--- config.mk ---
export PLATFORM = sky130hd
export DESIGN_NAME = keypad_rfid_code_lock_unit
export DESIGN_NICKNAME = d
export VERILOG_FILES = /design/src/rtl/kcl_pkg.sv /design/src/rtl/kcl_cfg_regs.sv /design/src/rtl/kcl_core.sv /design/src/rtl/keypad_rfid_code_lock_unit.sv
export SDC_FILE = /design/constraint.sdc
export NUM_CORES = 1
export LEC_CHECK = 0
export CORE_ASPECT_RATIO = 0.7
export CORE_UTILIZATION = 51
export CTS_BUF_LIST = sky130_fd_sc_hd__clkbuf_16
export CTS_CLUSTER_SIZE = 28
export DETAILED_ROUTE_END_ITERATION = 8
export DONT_BUFFER_PORTS = 1
export GPL_ROUTABILITY_DRIVEN = 0
export HOLD_SLACK_MARGIN = 0.12
export PLACE_DENSITY = 0.66
export SYNTH_ARGS = -nofsm -noshare
export SYNTH_HDL_FRONTEND = slang
export SYNTH_HIERARCHICAL = 1
export SYNTH_SLANG_ARGS = --single-unit
--- constraint.sdc ---
create_clock -name clk -period 2.2 [get_ports clk]
set_input_delay 0 -clock clk [delete_from_list [all_inputs] [get_ports clk]]
set_output_delay 0 -clock clk [all_outputs]
set_load 0.02 [all_outputs]
--- src/rtl/kcl_pkg.sv ---
// ----------------------------------------------------------------------------
// kcl_pkg: shared types and constants of the keypad and card code lock
// Event, mode, action, key and register codes, plus the configuration and
// result bundles passed between the lock modules.
// ----------------------------------------------------------------------------
package kcl_pkg;

	// Field widths fixed by the interface.
	localparam int UID_W     = 40;
	localparam int CODE_W    = 16;
	localparam int TRIES_W   = 3;
	localparam int CFG_IDX_W = 3;
	localparam int CFG_DAT_W = 40;

	// Default number of keys in one code entry.
	localparam int CODE_KEYS_DEF = 4;

	// Number of low UID bytes that take part in the card compare.
	localparam int UID_BYTES    = 5;
	localparam int UID_CMP_BITS = (8 * UID_BYTES >= UID_W) ? UID_W : 8 * UID_BYTES;
	localparam logic [UID_W-1:0] UID_MASK = {UID_W{1'b1}} >> (UID_W - UID_CMP_BITS);

	// Register reset values.
	localparam logic [UID_W-1:0]   CARD_UID_A_RST    = 40'hDB_7A9B_211B;
	localparam logic [UID_W-1:0]   CARD_UID_B_RST    = 40'h61_BBE4_2618;
	localparam logic [CODE_W-1:0]  RECOVERY_CODE_RST = 16'hACBD;
	localparam logic [CODE_W-1:0]  DEFAULT_CODE_RST  = 16'h0000;
	localparam logic [TRIES_W-1:0] MAX_WRONG_RST     = 3'd4;

	// Register indexes on the configuration port.
	typedef enum logic [CFG_IDX_W-1:0] {
		CFG_CARD_UID_A    = 3'd0,
		CFG_CARD_UID_B    = 3'd1,
		CFG_RECOVERY_CODE = 3'd2,
		CFG_DEFAULT_CODE  = 3'd3,
		CFG_MAX_WRONG     = 3'd4
	} cfg_idx_t;

	// Input event kinds.
	typedef enum logic [1:0] {
		ACT_KEY       = 2'd0,
		ACT_CARD      = 2'd1,
		ACT_DOOR_BTN  = 2'd2,
		ACT_LOCK_BTN  = 2'd3
	} action_t;

	// Menu keys.
	localparam logic [3:0] KEY_A    = 4'd10;
	localparam logic [3:0] KEY_B    = 4'd11;
	localparam logic [3:0] KEY_C    = 4'd12;
	localparam logic [3:0] KEY_D    = 4'd13;
	localparam logic [3:0] KEY_STAR = 4'd14;
	localparam logic [3:0] KEY_HASH = 4'd15;

	// Result event codes.
	typedef enum logic [4:0] {
		EV_IGNORED     = 5'd0,
		EV_KEY_TAKEN   = 5'd1,
		EV_HELP        = 5'd2,
		EV_TO_IDLE     = 5'd3,
		EV_ENTRY_BEGUN = 5'd4,
		EV_MENU_CLOSE  = 5'd5,
		EV_CODE_RIGHT  = 5'd6,
		EV_CODE_WRONG  = 5'd7,
		EV_LOCKOUT     = 5'd8,
		EV_RECOVERY_OK = 5'd9,
		EV_RECOVERY_BAD= 5'd10,
		EV_OLD_OK      = 5'd11,
		EV_OLD_BAD     = 5'd12,
		EV_SAVED       = 5'd13,
		EV_CARD_OPEN   = 5'd14,
		EV_CARD_CLOSE  = 5'd15,
		EV_BAD_CARD    = 5'd16,
		EV_BTN_TOGGLE  = 5'd17,
		EV_MENU_ENTERED= 5'd18
	} event_t;

	// Door drive commands.
	typedef enum logic [1:0] {
		DOOR_NONE  = 2'd0,
		DOOR_OPEN  = 2'd1,
		DOOR_CLOSE = 2'd2
	} door_t;

	// Card holder codes.
	typedef enum logic [1:0] {
		HOLDER_NONE = 2'd0,
		HOLDER_A    = 2'd1,
		HOLDER_B    = 2'd2
	} holder_t;

	// Operating mode, one-hot.
	typedef enum logic [5:0] {
		MODE_IDLE     = 6'b000001,
		MODE_MENU     = 6'b000010,
		MODE_OPEN     = 6'b000100,
		MODE_RECOVERY = 6'b001000,
		MODE_OLD_CODE = 6'b010000,
		MODE_NEW_CODE = 6'b100000
	} mode_t;

	// Mode numbers as reported on the result channel.
	localparam logic [2:0] MODE_NUM_IDLE     = 3'd0;
	localparam logic [2:0] MODE_NUM_MENU     = 3'd1;
	localparam logic [2:0] MODE_NUM_OPEN     = 3'd2;
	localparam logic [2:0] MODE_NUM_RECOVERY = 3'd3;
	localparam logic [2:0] MODE_NUM_OLD_CODE = 3'd4;
	localparam logic [2:0] MODE_NUM_NEW_CODE = 3'd5;

	typedef struct packed {
		logic [UID_W-1:0]   card_uid_a;
		logic [UID_W-1:0]   card_uid_b;
		logic [CODE_W-1:0]  recovery_code;
		logic [CODE_W-1:0]  dflt_code;
		logic [TRIES_W-1:0] max_wrong;
	} kcl_cfg_t;

	typedef struct packed {
		event_t             ev;
		door_t              door;
		logic               beep;
		logic               alarm;
		logic [TRIES_W-1:0] wrong_tries;
		holder_t            holder;
		logic [2:0]         mode_num;
	} kcl_res_t;

	function automatic logic [2:0] mode_number(input mode_t m);
		logic [2:0] n;
		unique case (m)
			MODE_MENU:     n = MODE_NUM_MENU;
			MODE_OPEN:     n = MODE_NUM_OPEN;
			MODE_RECOVERY: n = MODE_NUM_RECOVERY;
			MODE_OLD_CODE: n = MODE_NUM_OLD_CODE;
			MODE_NEW_CODE: n = MODE_NUM_NEW_CODE;
			default:       n = MODE_NUM_IDLE;
		endcase
		return n;
	endfunction

endpackage

--- src/rtl/kcl_cfg_regs.sv ---
// ----------------------------------------------------------------------------
// kcl_cfg_regs: configuration registers of the code lock
// Holds the enrolled card UIDs, the recovery and default codes and the
// wrong-try limit; written through a simple indexed write port.
// ----------------------------------------------------------------------------
module kcl_cfg_regs (
	input  logic                           clk,
	input  logic                           arst_n,
	input  logic                           cfg_we,
	input  logic [kcl_pkg::CFG_IDX_W-1:0]  cfg_index,
	input  logic [kcl_pkg::CFG_DAT_W-1:0]  cfg_data,
	output kcl_pkg::kcl_cfg_t              cfg
);

	kcl_pkg::kcl_cfg_t cfg_q;

	always_ff @(posedge clk or negedge arst_n) begin
		if (!arst_n) begin
			cfg_q.card_uid_a    <= kcl_pkg::CARD_UID_A_RST;
			cfg_q.card_uid_b    <= kcl_pkg::CARD_UID_B_RST;
			cfg_q.recovery_code <= kcl_pkg::RECOVERY_CODE_RST;
			cfg_q.dflt_code     <= kcl_pkg::DEFAULT_CODE_RST;
			cfg_q.max_wrong     <= kcl_pkg::MAX_WRONG_RST;
		end else if (cfg_we) begin
			// Indexes past the last register are dropped.
			unique case (cfg_index)
				kcl_pkg::CFG_CARD_UID_A:
					cfg_q.card_uid_a <= cfg_data[kcl_pkg::UID_W-1:0];
				kcl_pkg::CFG_CARD_UID_B:
					cfg_q.card_uid_b <= cfg_data[kcl_pkg::UID_W-1:0];
				kcl_pkg::CFG_RECOVERY_CODE:
					cfg_q.recovery_code <= cfg_data[kcl_pkg::CODE_W-1:0];
				kcl_pkg::CFG_DEFAULT_CODE:
					cfg_q.dflt_code <= cfg_data[kcl_pkg::CODE_W-1:0];
				kcl_pkg::CFG_MAX_WRONG:
					cfg_q.max_wrong <= cfg_data[kcl_pkg::TRIES_W-1:0];
				default: ;
			endcase
		end
	end

	assign cfg = cfg_q;

endmodule

--- src/rtl/kcl_core.sv ---
// ----------------------------------------------------------------------------
// kcl_core: lock state and per-event decision logic
// Holds mode, code entry, stored code, wrong-try count and door toggles, and
// works out the result of one event in a single combinational pass.
// ----------------------------------------------------------------------------
module kcl_core #(
	parameter int CODE_KEYS = kcl_pkg::CODE_KEYS_DEF
) (
	input  logic                       clk,
	input  logic                       arst_n,
	input  logic                       step,
	input  logic [1:0]                 action,
	input  logic [3:0]                 key_code,
	input  logic [kcl_pkg::UID_W-1:0]  card_uid,
	input  kcl_pkg::kcl_cfg_t          cfg,
	output kcl_pkg::kcl_res_t          res
);

	localparam int EW    = 4 * CODE_KEYS;
	localparam int CNT_W = (CODE_KEYS > 1) ? $clog2(CODE_KEYS) : 1;
	localparam logic [CNT_W-1:0] CNT_LAST = CNT_W'(CODE_KEYS - 1);

	kcl_pkg::mode_t                mode_q, mode_n;
	logic [CNT_W-1:0]              cnt_q, cnt_n;
	logic [EW-1:0]                 buf_q, buf_n;
	logic [EW-1:0]                 stored_q, stored_n;
	logic [kcl_pkg::TRIES_W-1:0]   wrong_q, wrong_n;
	logic                          card_open_q, card_open_n;
	logic                          btn_closed_q, btn_closed_n;

	logic [EW+3:0]                 buf_cat;
	logic [EW-1:0]                 code;
	logic [EW+15:0]                rec_ext, dflt_ext;
	logic [EW-1:0]                 rec_fit, dflt_fit;
	logic                          entry_done;
	logic [kcl_pkg::UID_W-1:0]     uid_m;
	kcl_pkg::holder_t              holder;

	// Code registers are 16 bits; they are widened or cut to the entry width.
	assign rec_ext  = {{EW{1'b0}}, cfg.recovery_code};
	assign dflt_ext = {{EW{1'b0}}, cfg.dflt_code};
	assign rec_fit  = rec_ext[EW-1:0];
	assign dflt_fit = dflt_ext[EW-1:0];

	// The newest key shifts in at the low nibble.
	assign buf_cat    = {buf_q, key_code};
	assign code       = buf_cat[EW-1:0];
	assign entry_done = (cnt_q == CNT_LAST);

	assign uid_m = card_uid & kcl_pkg::UID_MASK;

	always_comb begin
		if (uid_m == (cfg.card_uid_a & kcl_pkg::UID_MASK))
			holder = kcl_pkg::HOLDER_A;
		else if (uid_m == (cfg.card_uid_b & kcl_pkg::UID_MASK))
			holder = kcl_pkg::HOLDER_B;
		else
			holder = kcl_pkg::HOLDER_NONE;
	end

	always_comb begin
		mode_n       = mode_q;
		cnt_n        = cnt_q;
		buf_n        = buf_q;
		stored_n     = stored_q;
		wrong_n      = wrong_q;
		card_open_n  = card_open_q;
		btn_closed_n = btn_closed_q;
		res.ev       = kcl_pkg::EV_IGNORED;
		res.door     = kcl_pkg::DOOR_NONE;
		res.beep     = 1'b0;
		res.alarm    = 1'b0;
		res.holder   = kcl_pkg::HOLDER_NONE;

		unique case (mode_q)
			kcl_pkg::MODE_MENU: begin
				if (action == kcl_pkg::ACT_KEY) begin
					cnt_n = '0;
					buf_n = '0;
					unique case (key_code)
						kcl_pkg::KEY_A: res.ev = kcl_pkg::EV_HELP;
						kcl_pkg::KEY_B: begin
							res.ev = kcl_pkg::EV_TO_IDLE;
							mode_n = kcl_pkg::MODE_IDLE;
						end
						kcl_pkg::KEY_C: begin
							res.ev = kcl_pkg::EV_ENTRY_BEGUN;
							mode_n = kcl_pkg::MODE_RECOVERY;
						end
						kcl_pkg::KEY_D: begin
							res.ev   = kcl_pkg::EV_MENU_CLOSE;
							res.door = kcl_pkg::DOOR_CLOSE;
							res.beep = 1'b1;
						end
						kcl_pkg::KEY_STAR: begin
							res.ev = kcl_pkg::EV_ENTRY_BEGUN;
							mode_n = kcl_pkg::MODE_OPEN;
						end
						kcl_pkg::KEY_HASH: begin
							res.ev = kcl_pkg::EV_ENTRY_BEGUN;
							mode_n = kcl_pkg::MODE_OLD_CODE;
						end
						default: ;
					endcase
				end
			end

			kcl_pkg::MODE_OPEN, kcl_pkg::MODE_RECOVERY,
			kcl_pkg::MODE_OLD_CODE, kcl_pkg::MODE_NEW_CODE: begin
				if (action == kcl_pkg::ACT_KEY) begin
					res.beep = 1'b1;
					if (!entry_done) begin
						res.ev = kcl_pkg::EV_KEY_TAKEN;
						cnt_n  = cnt_q + 1'b1;
						buf_n  = code;
					end else begin
						cnt_n  = '0;
						buf_n  = '0;
						mode_n = kcl_pkg::MODE_MENU;
						unique case (mode_q)
							kcl_pkg::MODE_OPEN: begin
								if (code == stored_q) begin
									res.ev   = kcl_pkg::EV_CODE_RIGHT;
									res.door = kcl_pkg::DOOR_OPEN;
									wrong_n  = '0;
								end else if (wrong_q >= cfg.max_wrong) begin
									res.ev    = kcl_pkg::EV_LOCKOUT;
									res.alarm = 1'b1;
									wrong_n   = '0;
								end else begin
									res.ev  = kcl_pkg::EV_CODE_WRONG;
									wrong_n = wrong_q + 1'b1;
								end
							end
							kcl_pkg::MODE_RECOVERY: begin
								if (code == rec_fit) begin
									res.ev   = kcl_pkg::EV_RECOVERY_OK;
									stored_n = dflt_fit;
								end else begin
									res.ev = kcl_pkg::EV_RECOVERY_BAD;
								end
							end
							kcl_pkg::MODE_OLD_CODE: begin
								if (code == stored_q) begin
									res.ev = kcl_pkg::EV_OLD_OK;
									mode_n = kcl_pkg::MODE_NEW_CODE;
								end else begin
									res.ev = kcl_pkg::EV_OLD_BAD;
								end
							end
							default: begin
								res.ev   = kcl_pkg::EV_SAVED;
								stored_n = code;
							end
						endcase
					end
				end
			end

			default: begin
				// Idle, and any code that cannot arise, behave as idle.
				mode_n = kcl_pkg::MODE_IDLE;
				unique case (action)
					kcl_pkg::ACT_CARD: begin
						res.holder = holder;
						if (holder != kcl_pkg::HOLDER_NONE) begin
							res.beep    = 1'b1;
							card_open_n = !card_open_q;
							if (!card_open_q) begin
								res.ev   = kcl_pkg::EV_CARD_OPEN;
								res.door = kcl_pkg::DOOR_OPEN;
							end else begin
								res.ev   = kcl_pkg::EV_CARD_CLOSE;
								res.door = kcl_pkg::DOOR_CLOSE;
							end
						end else begin
							res.ev    = kcl_pkg::EV_BAD_CARD;
							res.alarm = 1'b1;
						end
					end
					kcl_pkg::ACT_DOOR_BTN: begin
						res.ev       = kcl_pkg::EV_BTN_TOGGLE;
						res.beep     = 1'b1;
						btn_closed_n = !btn_closed_q;
						res.door     = btn_closed_q ? kcl_pkg::DOOR_OPEN : kcl_pkg::DOOR_CLOSE;
					end
					kcl_pkg::ACT_LOCK_BTN: begin
						res.ev = kcl_pkg::EV_MENU_ENTERED;
						mode_n = kcl_pkg::MODE_MENU;
						cnt_n  = '0;
						buf_n  = '0;
					end
					default: ;
				endcase
			end
		endcase

		res.wrong_tries = wrong_n;
		res.mode_num    = kcl_pkg::mode_number(mode_n);
	end

	always_ff @(posedge clk or negedge arst_n) begin
		if (!arst_n) begin
			mode_q       <= kcl_pkg::MODE_IDLE;
			cnt_q        <= '0;
			buf_q        <= '0;
			stored_q     <= '0;
			wrong_q      <= '0;
			card_open_q  <= 1'b0;
			btn_closed_q <= 1'b0;
		end else if (step) begin
			mode_q       <= mode_n;
			cnt_q        <= cnt_n;
			buf_q        <= buf_n;
			stored_q     <= stored_n;
			wrong_q      <= wrong_n;
			card_open_q  <= card_open_n;
			btn_closed_q <= btn_closed_n;
		end
	end

	// A partial entry only exists while a code is being typed.
	a_cnt_only_in_entry: assert property (@(posedge clk) disable iff (!arst_n)
		(cnt_q != '0) |-> (mode_q != kcl_pkg::MODE_IDLE && mode_q != kcl_pkg::MODE_MENU))
		else $error("key count left over outside code entry");

	a_buf_only_in_entry: assert property (@(posedge clk) disable iff (!arst_n)
		(buf_q != '0) |-> (mode_q != kcl_pkg::MODE_IDLE && mode_q != kcl_pkg::MODE_MENU))
		else $error("entry buffer left over outside code entry");

	a_alarm_cause: assert property (@(posedge clk) disable iff (!arst_n)
		(step && res.alarm) |-> (res.ev == kcl_pkg::EV_LOCKOUT || res.ev == kcl_pkg::EV_BAD_CARD))
		else $error("alarm raised without lockout or unknown card");

endmodule

--- src/rtl/keypad_rfid_code_lock_unit.sv ---
// ----------------------------------------------------------------------------
// keypad_rfid_code_lock_unit: keypad and card reader door lock controller
// Takes keypad, card and button events and reports one result per event.
// ----------------------------------------------------------------------------
// Usage:
// Each transfer on the input channel (in_valid/in_ready) carries one event:
// a key press, a card UID read, a door-button press or a lock-button press.
// For every event exactly one result leaves on the output channel
// (out_valid/out_ready), in order, with the event outcome, the door drive
// command, beep and alarm requests, the wrong-try count, the card holder
// and the mode after the event.
// An event passes the input register, then one pass of the decision logic
// into the result register. Throughput is one event per cycle while the
// receiver takes results; the lock state in kcl_core updates once per event.
// When the receiver stalls, the result register holds its transfer and an
// empty input register still takes one more event; after that in_ready drops
// until the result is taken. Configuration writes on cfg_we/cfg_index/
// cfg_data take effect once registered and are meant for an idle block.
// Reset puts the lock in idle with an all-zero stored code, zero wrong
// tries, both door toggles cleared and the registers at their defaults.
// ----------------------------------------------------------------------------
module keypad_rfid_code_lock_unit #(
	parameter int CODE_KEYS = kcl_pkg::CODE_KEYS_DEF
) (
	input  logic                          clk,
	input  logic                          arst_n,

	input  logic                          cfg_we,
	input  logic [kcl_pkg::CFG_IDX_W-1:0] cfg_index,
	input  logic [kcl_pkg::CFG_DAT_W-1:0] cfg_data,

	input  logic                          in_valid,
	output logic                          in_ready,
	input  logic [1:0]                    action,
	input  logic [3:0]                    key_code,
	input  logic [kcl_pkg::UID_W-1:0]     card_uid,

	output logic                          out_valid,
	input  logic                          out_ready,
	output logic [4:0]                    event_res,
	output logic [1:0]                    door_command,
	output logic                          beep,
	output logic                          alarm,
	output logic [kcl_pkg::TRIES_W-1:0]   wrong_tries,
	output logic [1:0]                    card_holder,
	output logic [2:0]                    mode_now
);

	kcl_pkg::kcl_cfg_t cfg;
	kcl_pkg::kcl_res_t res;
	kcl_pkg::kcl_res_t res_s2;

	logic                      valid_s1;
	logic                      valid_s2;
	logic [1:0]                action_s1;
	logic [3:0]                key_s1;
	logic [kcl_pkg::UID_W-1:0] uid_s1;
	logic                      advance;
	logic                      step;

	// The result register can load whenever it is empty or being drained.
	assign advance  = !valid_s2 || out_ready;
	// The input register frees up whenever its event moves on.
	assign in_ready = !valid_s1 || advance;
	// An event is processed, and the lock state updated, exactly once.
	assign step     = valid_s1 && advance;

	kcl_cfg_regs u_cfg (
		.clk       (clk),
		.arst_n    (arst_n),
		.cfg_we    (cfg_we),
		.cfg_index (cfg_index),
		.cfg_data  (cfg_data),
		.cfg       (cfg)
	);

	// Input register.
	always_ff @(posedge clk or negedge arst_n) begin
		if (!arst_n) begin
			valid_s1 <= 1'b0;
		end else if (in_ready) begin
			valid_s1 <= in_valid;
		end
	end

	always_ff @(posedge clk) begin
		if (in_valid && in_ready) begin
			action_s1 <= action;
			key_s1    <= key_code;
			uid_s1    <= card_uid;
		end
	end

	kcl_core #(
		.CODE_KEYS (CODE_KEYS)
	) u_core (
		.clk      (clk),
		.arst_n   (arst_n),
		.step     (step),
		.action   (action_s1),
		.key_code (key_s1),
		.card_uid (uid_s1),
		.cfg      (cfg),
		.res      (res)
	);

	// Result register.
	always_ff @(posedge clk or negedge arst_n) begin
		if (!arst_n) begin
			valid_s2 <= 1'b0;
		end else if (advance) begin
			valid_s2 <= valid_s1;
		end
	end

	always_ff @(posedge clk) begin
		if (step) begin
			res_s2 <= res;
		end
	end

	assign out_valid    = valid_s2;
	assign event_res    = res_s2.ev;
	assign door_command = res_s2.door;
	assign beep         = res_s2.beep;
	assign alarm        = res_s2.alarm;
	assign wrong_tries  = res_s2.wrong_tries;
	assign card_holder  = res_s2.holder;
	assign mode_now     = res_s2.mode_num;

	// An accepted event must be sitting in the input register next cycle.
	a_accept_lands: assert property (@(posedge clk) disable iff (!arst_n)
		(in_valid && in_ready) |=> valid_s1)
		else $error("accepted event lost before the input register");

	// A stalled result stays up with its payload unchanged.
	a_out_hold: assert property (@(posedge clk) disable iff (!arst_n)
		(out_valid && !out_ready) |=> (out_valid && $stable(res_s2)))
		else $error("stalled result dropped or changed");

	// An empty input register always takes a new event.
	a_ready_when_empty: assert property (@(posedge clk) disable iff (!arst_n)
		!valid_s1 |-> in_ready)
		else $error("input refused while the input register is empty");

endmodule
==> results of run 1 <==
## how the worst min path moves through the flow
stage	start	end	slack, ps	cells after the start
global placement	arst_n	u_cfg/cfg[16]$_DFFE_PN0P_	-290	0
global route	arst_n	u_cfg/cfg[28]$_DFFE_PN0P_	-830	0
detailed placement	arst_n	u_cfg/cfg[15]$_DFFE_PN0P_	-290	0
finish	arst_n	u_cfg/cfg[31]$_DFFE_PN0P_	-810	0
CTS	arst_n	u_core/buf_q[1]$_DFFE_PN0P_	-830	0
floorplan	arst_n	out_valid$_DFFE_PN0P_	-300	0
## synth_stat cells, types with 2 or more instances
cell type,n
and2_1,3
ha_1,10
o22ai_1,2
a22o_1,15
dfrtp_1,106
nor2_1,25
nand2b_1,5
a21oi_1,11
a32o_1,2
buf_4,7
nor4b_4,2
and3_1,3
o21ai_1,5
buf_2,6
buf_6,9
nand4_1,22
mux2i_1,18
a31oi_1,3
inv_1,10
o21ai_2,15
a21o_1,3
xnor2_1,65
o211ai_1,3
o21ai_0,9
dfstp_2,52
xor2_1,52
nor4_1,17
nor3b_1,3
mux2_2,111
mux2_1,7
nand2_1,44
nand3_1,8
nor3_1,4
nor2b_1,6
clkbuf_1,8
edfxtp_1,63
## power breakdown
group          leakage (nW)  switching [mW]  total, mW  internal, mW
registers              2.49           0.499       5.51          5.01
clock network         0.358            1.61       3.58          1.97
logic                  2.66           0.800       1.85          1.05
## flip-flops by register name, indices dropped and copies added, names as in the netlist, 2 cells and up
name / flops
action_s1: 2
card_holder: 2
door_command: 2
event_res: 5
key_s1: 4
mode_now: 3
u_cfg/cfg: 115
u_core/buf_q: 12
u_core/cnt_q: 2
u_core/mode_q: 6
u_core/stored_q: 16
u_core/wrong_q: 3
uid_s1: 40
wrong_tries: 3
## final cells by class
| type | count | area [sq um] |
|---|---|---|
| inverter | 10 | 37.5 |
| antenna | 2 | 5.00 |
| timing repair buffer | 192 | 1870 |
| sequential | 221 | 5920 |
| fill | 1305 | 6060 |
| multi-input combinational | 491 | 4390 |
| clock buffer | 24 | 601 |
| tap | 264 | 330 |
| clock inverter | 18 | 81.3 |
## layer usage
layer	vias to the layer above	wire [um]	GRT usage (%)
met5	-	0	0
met4	0	686	6.92
met3	48	1420	4.52
met2	218	12400	40.9
met1	3507	11600	36.0
li1	3087	-	-
## critical path, cell delays in order (launching register included)
cell,delay [ps]
dfrtp_2,430
buf_6,130
o21ai_2,130
o311ai_2,140
a2111o_1,480
or3_4,480
clkbuf_16,200
nand2_1,60
o21ai_1,60
## cells by family (layout without fill, tap and decap cells)
logic type / count (synthesis) / in the layout / share of synthesized area (%)
flops: 221 / 221 / 57.8
simple gates: 153 / 153 / 8.40
mux: 136 / 136 / 14.8
xor+xnor: 117 / 117 / 10.0
compound gates: 75 / 75 / 5.32
buf+inv: 40 / 244 / 2.46
fa+ha+maj: 10 / 10 / 1.22
other cells: 0 / 2 / 0
## timing repair
action | in CTS | in global routing
pin swaps | 4 | 32
setup endpoints to repair | 32 | 53
cloned | 0 | 3
setup buffers | 4 | 8
hold endpoints to repair | 369 | 159
hold buffers | 129 | 1
gates resized for setup | 14 | 64
==> results.sh, run 1 <==
export IMPL_outcome="finished with violations"
export IMPL_violations="negative hold slack, negative setup slack"
export IMPL_drt_iter0_markers=569
export IMPL_arrival_ps=2600
export IMPL_setup_worst_path_end="u_core/stored_q[15]$_DFFE_PN0P_"
export IMPL_cts_tree="done"
export IMPL_drc=0
export IMPL_yosysWarnings=6
export IMPL_firstDrtPassIters=5
export IMPL_rows=42
export IMPL_max_freq_mhz=453
export IMPL_crit_required_ps=2600
export IMPL_ant_nets=0
export IMPL_report_final_slew_viol_count=0
export IMPL_cts_buffers=23
export IMPL_rsz0062_at_grt="true"
export IMPL_dpl_cell_area_sq_um=10800
export IMPL_drt_total_wl_um=26100
export IMPL_min_period_over_period_pct=100
export IMPL_hold_violations=158
export IMPL_setup_ws_ps=-6.33
export IMPL_io_buffers=0
export IMPL_syn_avg_cell_area_sq_um=13.6
export IMPL_gr_total_overflow=0
export IMPL_power_leakage_nw=5.51
export IMPL_final_instance_count_excl_fill=1222
export IMPL_async_flop_share_pct=71.5
export IMPL_finalSetupTns_ps=-6.73
export IMPL_ys_ff_latch=221
export IMPL_core_area_sq_um=19300
export IMPL_grt_pass1_wl_um=40000
export IMPL_wl_per_cell_um=21.3
export IMPL_cts_num_sinks=221
export IMPL_worst_r2r_path_depth=8
export IMPL_place_inst=1034
export IMPL_vias=6860
export IMPL_synth_distinct_cells=54
export IMPL_reg2reg_setup_slack_ps=-6
export IMPL_track_usage_pct=25.6
export IMPL_worst_pin_slew_ps=685
export IMPL_critPathKind="reg2reg"
export IMPL_synthFlopType="dfrtp_1"
export IMPL_clockBufferDepth=3
export IMPL_synth_nets=856
export IMPL_clock_skew_ps=11.1
export IMPL_setup_viol=2
export IMPL_irDropWorstVdd_v=0.000565
export IMPL_area_growth_pct=29.4
export IMPL_viasPerCell=5.61
export IMPL_first_global_vias=7113
export IMPL_finalCriticalPeriod_ps=2210
export IMPL_start_util_pct=53.0
export IMPL_cts_max_level=1
export IMPL_die_w_um=171
export IMPL_slew_headroom_pct=54.2
export IMPL_synthesis_instances=752
export IMPL_synth_edff_count=63
export IMPL_r2r_end="u_core/stored_q[15]$_DFFE_PN0P_"
export IMPL_final_cell_mix="dlygate4sd3_1 (130), mux2_2 (111), dfrtp_1 (102)"
export IMPL_syn_area_sq_um=10200
export IMPL_fp_dieH_um=120
export IMPL_power_total_mw=10.9
export IMPL_dieArea_sq_um=20600
export IMPL_drive_above_1_share_pct=35.5
export IMPL_worstPathMaxFanout=8
export IMPL_pre_cts_ws_ps=-131
export IMPL_endpoint_kind="flop"
export IMPL_worstReg2RegStart="u_core/mode_q[4]$_DFFE_PN0P_"
export IMPL_clk_pin_slew_ps=60
export IMPL_grt_max_degree=159
export IMPL_dp_hpwl_um=16500
export IMPL_whs_ps=-812
export IMPL_worstHoldPathType="in2async"
export IMPL_pwr_density_cell_nw_per_um2=827
export IMPL_synth_top_area_share_pct=25.9
export IMPL_critPathLaunchType="flop"
export IMPL_io_pins=113
export IMPL_antenna_found_initial=2
export IMPL_cp_startpoint="u_core/mode_q[4]$_DFFE_PN0P_"
export IMPL_synth_top_cell_by_area="dfrtp_1"
export IMPL_fin_util_pct=68.6
export IMPL_clkLatencyLatePin_ps=510
export IMPL_final_common_cell="dlygate4sd3_1"
export IMPL_nets=1043
export IMPL_yosysSeqAreaShare_pct=57.8
export IMPL_synthTopCellsByArea="dfrtp_1 (26%), edfxtp_1 (19%), dfstp_2 (13%), mux2_2 (12%), xnor2_1 (5.6%)"
export IMPL_drv_cap=0
export IMPL_design_area_sq_um=13200
export IMPL_cts_root_buf="clkbuf_16"
Power figures use the tool's default switching activity.
==> run 2: changes to the inputs <==
--- a/config.mk
+++ b/config.mk
@@ -5,6 +5,7 @@
 export SDC_FILE = /design/constraint.sdc
 export NUM_CORES = 1
 export LEC_CHECK = 0
+export ABC_AREA = 1
 export CORE_ASPECT_RATIO = 0.7
 export CORE_UTILIZATION = 51
 export CTS_BUF_LIST = sky130_fd_sc_hd__clkbuf_16
==> run 2 against run 1 <==
Against the previous run:
- the run ends with negative hold slack left
- largest power group unchanged
- highest routed layer unchanged
- clock skew up 15 ps
- critical path depth down 1
- setup slack better by 140 ps
- sequential power down 2%
- sequential cell count unchanged
- first-iteration DRC count up 46%
- register-to-register slack better by 170 ps
- area after synthesis up 7.6%
- sequential share of layout area down 1.1 points
- non-clock buffer count down 16
- final cell count up 46%
==> results.sh, run 2 <==
export IMPL_outcome="finished with violations"
export IMPL_violations="negative hold slack"
export IMPL_async_flop_share_pct=71.5
export IMPL_start_util_pct=52.6
export IMPL_multiInputGateArea_sq_um=4400
export IMPL_cts_buffers=23
export IMPL_io_pins=113
export IMPL_area_growth_pct=23.3
export IMPL_viasPerCell=5.20
export IMPL_dpl_cell_area_sq_um=11300
export IMPL_gr_total_overflow=0
export IMPL_syn_area_sq_um=11000
export IMPL_drc=0
export IMPL_critPathLaunchType="input port"
export IMPL_clkLatencyLatePin_ps=520
export IMPL_first_global_vias=8767
export IMPL_synthTopCellsByCount="nand2_1 (553), inv_1 (129), nand3_1 (126)"
export IMPL_antenna_found_initial=4
export IMPL_cp_startpoint="cfg_index[1]"
export IMPL_setup_viol=0
export IMPL_cts_max_level=1
export IMPL_drt_total_wl_um=29300
export IMPL_yosysSeqAreaShare_pct=53.7
export IMPL_fill_cells=1771
export IMPL_finalCriticalPeriod_ps=2060
export IMPL_slowest_delay_ps=700
export IMPL_vias=9262
export IMPL_finalSetupTns_ps=0
export IMPL_yosysWarnings=6
export IMPL_fp_dieH_um=125
export IMPL_final_common_cell="nand2_1"
export IMPL_grt_max_degree=159
export IMPL_track_usage_pct=26.9
export IMPL_rsz0062_at_grt="false"
export IMPL_worstReg2RegStart="action_s1[0]$_DFFE_PP_"
export IMPL_design_area_sq_um=13600
export IMPL_dp_hpwl_um=18800
export IMPL_final_cell_mix="nand2_1 (552), dlygate4sd3_1 (146), inv_1 (137)"
export IMPL_cts_tree="done"
export IMPL_dieArea_sq_um=22200
export IMPL_wl_per_cell_um=16.4
export IMPL_cts_num_sinks=221
export IMPL_nets=1589
export IMPL_irDropWorstVdd_v=0.000595
export IMPL_worst_pin_slew_ps=741
export IMPL_firstDrtPassIters=5
export IMPL_crit_chain="dlygate4sd3_1, inv_2, nor2_4, nand3_1, dlygate4sd3_1, nand2_1, dlygate4sd3_1"
export IMPL_die_w_um=178
export IMPL_largest_reg_flops=115
export IMPL_synthTopCellsByArea="dfrtp_1 (24%), nand2_1 (19%), edfxtp_1 (17%), dfstp_2 (12%), nand3_1 (5.7%)"
export IMPL_pwr_density_cell_nw_per_um2=792
export IMPL_rows=44
export IMPL_core_area_sq_um=20900
export IMPL_grt_pass1_wl_um=46500
export IMPL_synth_top_area_share_pct=24.1
export IMPL_clockBufferDepth=3
export IMPL_io_buffers=0
export IMPL_synthesis_instances=1324
export IMPL_endpoint_kind="flop"
export IMPL_drt_iter0_markers=833
export IMPL_synth_distinct_cells=40
export IMPL_ys_ff_latch=221
export IMPL_critPathMostFrequentCell="dlygate4sd3_1"
export IMPL_yosysMostFrequentCell="nand2_1"
export IMPL_seqCellArea_sq_um=5910
export IMPL_min_period_over_period_pct=93.8
export IMPL_ant_nets=0
export IMPL_report_final_slew_viol_count=0
export IMPL_drive_above_1_share_pct=9.79
export IMPL_power_leakage_nw=6.48
export IMPL_synthFlopType="dfrtp_1"
export IMPL_whs_ps=-808
export IMPL_clk_pin_slew_ps=60
export IMPL_worstHoldPathType="in2async"
export IMPL_clock_skew_ps=25.9
export IMPL_slowest_stage="dlygate4sd3_1"
export IMPL_cts_root_buf="clkbuf_16"
export IMPL_slew_headroom_pct=50.5
export IMPL_synth_top_cell_by_area="dfrtp_1"
export IMPL_crit_required_ps=2660
export IMPL_critPathKind="in2reg"
export IMPL_fin_util_pct=64.8
export IMPL_syn_avg_cell_area_sq_um=8.31
export IMPL_hold_violations=158
export IMPL_max_freq_mhz=484
export IMPL_drv_cap=0
export IMPL_worstPathMaxFanout=17
export IMPL_synth_edff_count=63
export IMPL_synth_nets=1428
export IMPL_arrival_ps=2520
-- run 2: cell count changes after synthesis, moves of 16 or more --
cell,previous run,this run
nand2_1,44,553
inv_1,10,129
nand3_1,8,126
mux2_2,111,0
xor2_1,52,12
nor2_1,25,62
o21ai_1,5,33
buf_2,6,26
xnor2_1,65,48
mux2i_1,18,2
-- run 2: worst max-delay path, delay by kind of cell --
family	cells	cell delay (ps)
and+or+nand+nor	3	610
buffers and inverters	4	1910
-- run 2: stage by stage --
stage / worst slack [ps] / power [mW] / instances
after floorplan: 143 / 6.56 / 1324
after global placement: 112 / 6.96 / 1582
after detailed placement: 94.7 / 7.02 / 1582
after CTS: 32.0 / 10.8 / 1770
after global routing: 7.26 / 11.3 / 1781
final: 135 / 10.7 / 1782
-- run 2: layout make-up --
class / count / share of cell area [%]
flip-flops and latches: 221 / 43.6
multi-input cells: 928 / 32.5
clock buffers: 23 / 4.24
diodes: 4 / 0.0738
inverters: 135 / 3.77
clock inverters: 19 / 0.600
repair buffers: 176 / 12.7
well taps: 276 / 2.55
-- run 2: cells by family after synthesis --
kind of cell / count (synthesis) / synth area share [%]
buf+inv: 175 / 6.56
simple gates: 784 / 30.1
compound gates: 72 / 3.46
fa+ha+maj: 10 / 1.14
xor+xnor: 60 / 4.78
mux: 2 / 0.182
flops: 221 / 53.7
-- run 2: final timing paths --
path | endpoint | slack (ps) | cells after the start
worst min-delay path | u_cfg/cfg[52]$_DFFE_PN0P_ | -810 | 0
worst min register to register | u_cfg/cfg[98]$_DFFE_PN1P_ | 470 | 2
max in group asynchronous | u_cfg/cfg[64]$_DFFE_PN1P_ | 2660 | 0
worst max-delay path | u_cfg/cfg[26]$_DFFE_PN1P_ | 140 | 7
min in group clk | uid_s1[15]$_DFFE_PP_ | 140 | 1
worst max register to register | mode_now[0]$_DFFE_PP_ | 160 | 7
-- run 2: what timing repair did --
item,in CTS,in global routing
setup endpoints to repair,0,25
endpoints found under the hold margin,380,159
gates resized for setup,0,10
hold buffers,146,1
buffers inserted,0,7
-- run 2: power by group --
group / switching [mW] / internal [mW] / leakage (nW)
sequential: 0.459 / 4.92 / 2.53
combinational: 1.07 / 0.824 / 3.59
clock: 1.58 / 1.89 / 0.359
total: 3.10 / 7.64 / 6.48
-- run 2: per-layer routing --
| metal | GRT usage (%) | wire length [um] | vias up |
|---|---|---|---|
| met4 | 5.58 | 505 | 0 |
| met3 | 7.26 | 2820 | 46 |
| met5 | 0 | 0 | - |
| met1 | 40.5 | 13600 | 4341 |
| met2 | 38.8 | 12300 | 373 |
| li1 | - | - | 4502 |
==> run 3: changes to the inputs <==
--- a/config.mk
+++ b/config.mk
@@ -6,15 +6,17 @@
 export NUM_CORES = 1
 export LEC_CHECK = 0
 export ABC_AREA = 1
+export CELL_PAD_IN_SITES_DETAIL_PLACEMENT = 2
+export CELL_PAD_IN_SITES_GLOBAL_PLACEMENT = 2
 export CORE_ASPECT_RATIO = 0.7
-export CORE_UTILIZATION = 51
+export CORE_UTILIZATION = 35
 export CTS_BUF_LIST = sky130_fd_sc_hd__clkbuf_16
 export CTS_CLUSTER_SIZE = 28
 export DETAILED_ROUTE_END_ITERATION = 8
 export DONT_BUFFER_PORTS = 1
 export GPL_ROUTABILITY_DRIVEN = 0
 export HOLD_SLACK_MARGIN = 0.12
-export PLACE_DENSITY = 0.66
+export PLACE_DENSITY = 0.73
 export SYNTH_ARGS = -nofsm -noshare
 export SYNTH_HDL_FRONTEND = slang
 export SYNTH_HIERARCHICAL = 1
==> run 3 against run 2 <==
Against the previous run:
- the run still ends with negative hold slack left
- utilization fell by 18 points
- global-route usage rose by 0.92 points
- sequential cell count did not move
- final cell count rose by 9.4%
- sequential power rose by 1%
- first-iteration DRC count fell by 35%
- maximum frequency fell by 3.7%
- largest power group unchanged
- highest routed layer is now met5
==> results.sh, run 3 (synthesis gave the netlist of run 2 again) <==
export IMPL_slowest_stage="dfstp_2"
export IMPL_report_final_slew_viol_count=0
export IMPL_dpl_cell_area_sq_um=11600
export IMPL_worst_pin_slew_ps=714
export IMPL_grt_pass1_wl_um=66900
export IMPL_crit_chain="nand2_1, nand2_1, nand2_1, nor2_1, nand2_1, nor2_4, nand3_1, buf_4, nand3_1, a31oi_1"
export IMPL_final_cell_mix="nand2_1 (551), dlygate4sd3_1 (162), inv_1 (138)"
export IMPL_io_buffers=0
export IMPL_critPathLaunchType="flop"
export IMPL_io_pins=113
export IMPL_wl_per_cell_um=22.4
export IMPL_cts_num_sinks=221
export IMPL_firstDrtPassIters=5
export IMPL_drc=0
export IMPL_ant_nets=0
export IMPL_postCtsHoldBufs=162
export IMPL_min_period_over_period_pct=97.5
export IMPL_final_common_cell="nand2_1"
export IMPL_power_leakage_nw=6.67
export IMPL_drt_total_wl_um=43700
export IMPL_seqCellArea_sq_um=5910
export IMPL_irDropWorstVdd_v=0.000702
export IMPL_finalSetupTns_ps=0
export IMPL_slowest_delay_ps=560
export IMPL_first_global_vias=11121
export IMPL_critical_path_top_delay_family="simple AND/OR/NAND/NOR gates"
export IMPL_clockBufferDepth=3
export IMPL_endpoint_kind="flop"
export IMPL_area_growth_pct=28.9
export IMPL_track_usage_pct=27.9
export IMPL_slew_headroom_pct=52.0
export IMPL_outcome="finished with violations"
export IMPL_critPathKind="reg2reg"
export IMPL_violations="negative hold slack"
export IMPL_design_area_sq_um=14200
export IMPL_viasPerCell=5.09
export IMPL_critPathMostFrequentCell="nand2_1"
export IMPL_nets=1618
export IMPL_drive_above_1_share_pct=10.9
export IMPL_worstHoldPathType="in2async"
export IMPL_dp_hpwl_um=26200
export IMPL_clock_skew_ps=29.9
export IMPL_clkLatencyLatePin_ps=570
export IMPL_worstPathMaxFanout=3
export IMPL_hold_violations=158
export IMPL_finalCriticalPeriod_ps=2140
export IMPL_pre_cts_ws_ps=-142
export IMPL_vias=9931
export IMPL_multiInputGateArea_sq_um=4440
export IMPL_cts_buffers=26
export IMPL_largest_reg_flops=115
export IMPL_fp_dieH_um=150
export IMPL_pwr_density_cell_nw_per_um2=838
export IMPL_antenna_found_initial=6
export IMPL_drv_cap=0
export IMPL_rows=53
export IMPL_grt_max_degree=159
export IMPL_final_instance_count_excl_fill=1950
export IMPL_arrival_ps=2440
export IMPL_drt_iter0_markers=543
export IMPL_place_inst=1723
export IMPL_cts_root_buf="clkbuf_16"
export IMPL_fill_cells=3275
export IMPL_core_area_sq_um=30400
export IMPL_start_util_pct=36.1
export IMPL_crit_buf_inv=1
export IMPL_cts_tree="done"
export IMPL_dieArea_sq_um=32200
export IMPL_setup_ws_ps=55.2
export IMPL_setup_viol=0
export IMPL_whs_ps=-855
export IMPL_gr_total_overflow=0
export IMPL_crit_required_ps=2490
export IMPL_cts_max_level=1
export IMPL_power_total_mw=11.9
export IMPL_die_w_um=214
export IMPL_clk_pin_slew_ps=70
export IMPL_max_freq_mhz=466
[run 3: cell count changes in the layout (fill, tap and decap cells not counted), moves of 2 or more]
cell	before	now
nor2_4	7	10
clkinv_2	4	1
clkinv_1	5	8
bufinv_16	0	2
dlygate4sd3_1	146	162
clkbuf_16	23	26
buf_6	0	2
nor2_1	60	57
nand3_2	3	5
nand3_1	126	124
buf_4	26	33
buf_12	2	5
[run 3: timing repair]
action	in CTS	in global routing
pin swaps	0	2
cloned	0	0
hold endpoints to repair	392	158
gates resized for setup	3	15
endpoints found under the setup margin	15	26
buffers inserted	2	11
[run 3: layout make-up]
type | instances | share of cell area (%)
inverter | 135 | 3.59
timing repair buffer | 202 | 14.0
sequential | 221 | 41.7
multi-input combinational | 928 | 31.3
clock inverter | 22 | 1.05
antenna | 4 | 0.0706
clock buffer | 26 | 4.59
tap | 412 | 3.64
[run 3: routing by layer]
metal / share of wire [%] / global-route usage [%] / wire length [um] / up-vias
met5: 0.030 / 0 / 13 / -
met4: 1.9 / 6.43 / 822 / 2
met3: 4.5 / 4.01 / 1950 / 61
met2: 47 / 46.1 / 20600 / 220
met1: 46 / 38.5 / 20300 / 5096
li1: - / - / - / 4552
[run 3: stage by stage]
| stage | hold WS [ps] | utilization, % |
|---|---|---|
| finish | -855 | 46.6 |
| global route | -873 | 46.6 |
| CTS | -885 | 46.1 |
| detailed placement | -289 | 38.0 |
| global placement | -289 | 38.0 |
| floorplan | -296 | - |
[run 3: worst paths after layout]
check                      cells past startpoint                   endpoint                        from  slack (ps)
max                                           10     event_res[4]$_DFFE_PP_  u_cfg/cfg[102]$_DFFE_PN1P_          60
min in group clk                               3  u_cfg/cfg[56]$_DFFE_PN1P_                cfg_data[21]         140
max reg2reg                                   10     event_res[4]$_DFFE_PP_  u_cfg/cfg[102]$_DFFE_PN1P_          60
min reg2reg                                    2  u_cfg/cfg[75]$_DFFE_PN1P_   u_cfg/cfg[75]$_DFFE_PN1P_         470
min                                            0  u_cfg/cfg[69]$_DFFE_PN0P_                      arst_n        -860
max in group asynchronous                      0  u_cfg/cfg[32]$_DFFE_PN1P_                      arst_n        2710
[run 3: report_power, final]
| part | internal, mW | total (mW) | switching, mW | leakage [nW] |
|---|---|---|---|---|
| combinational | 0.866 | 2.18 | 1.31 | 3.72 |
| sequential | 4.93 | 5.46 | 0.531 | 2.53 |
| clock | 2.37 | 4.25 | 1.89 | 0.425 |
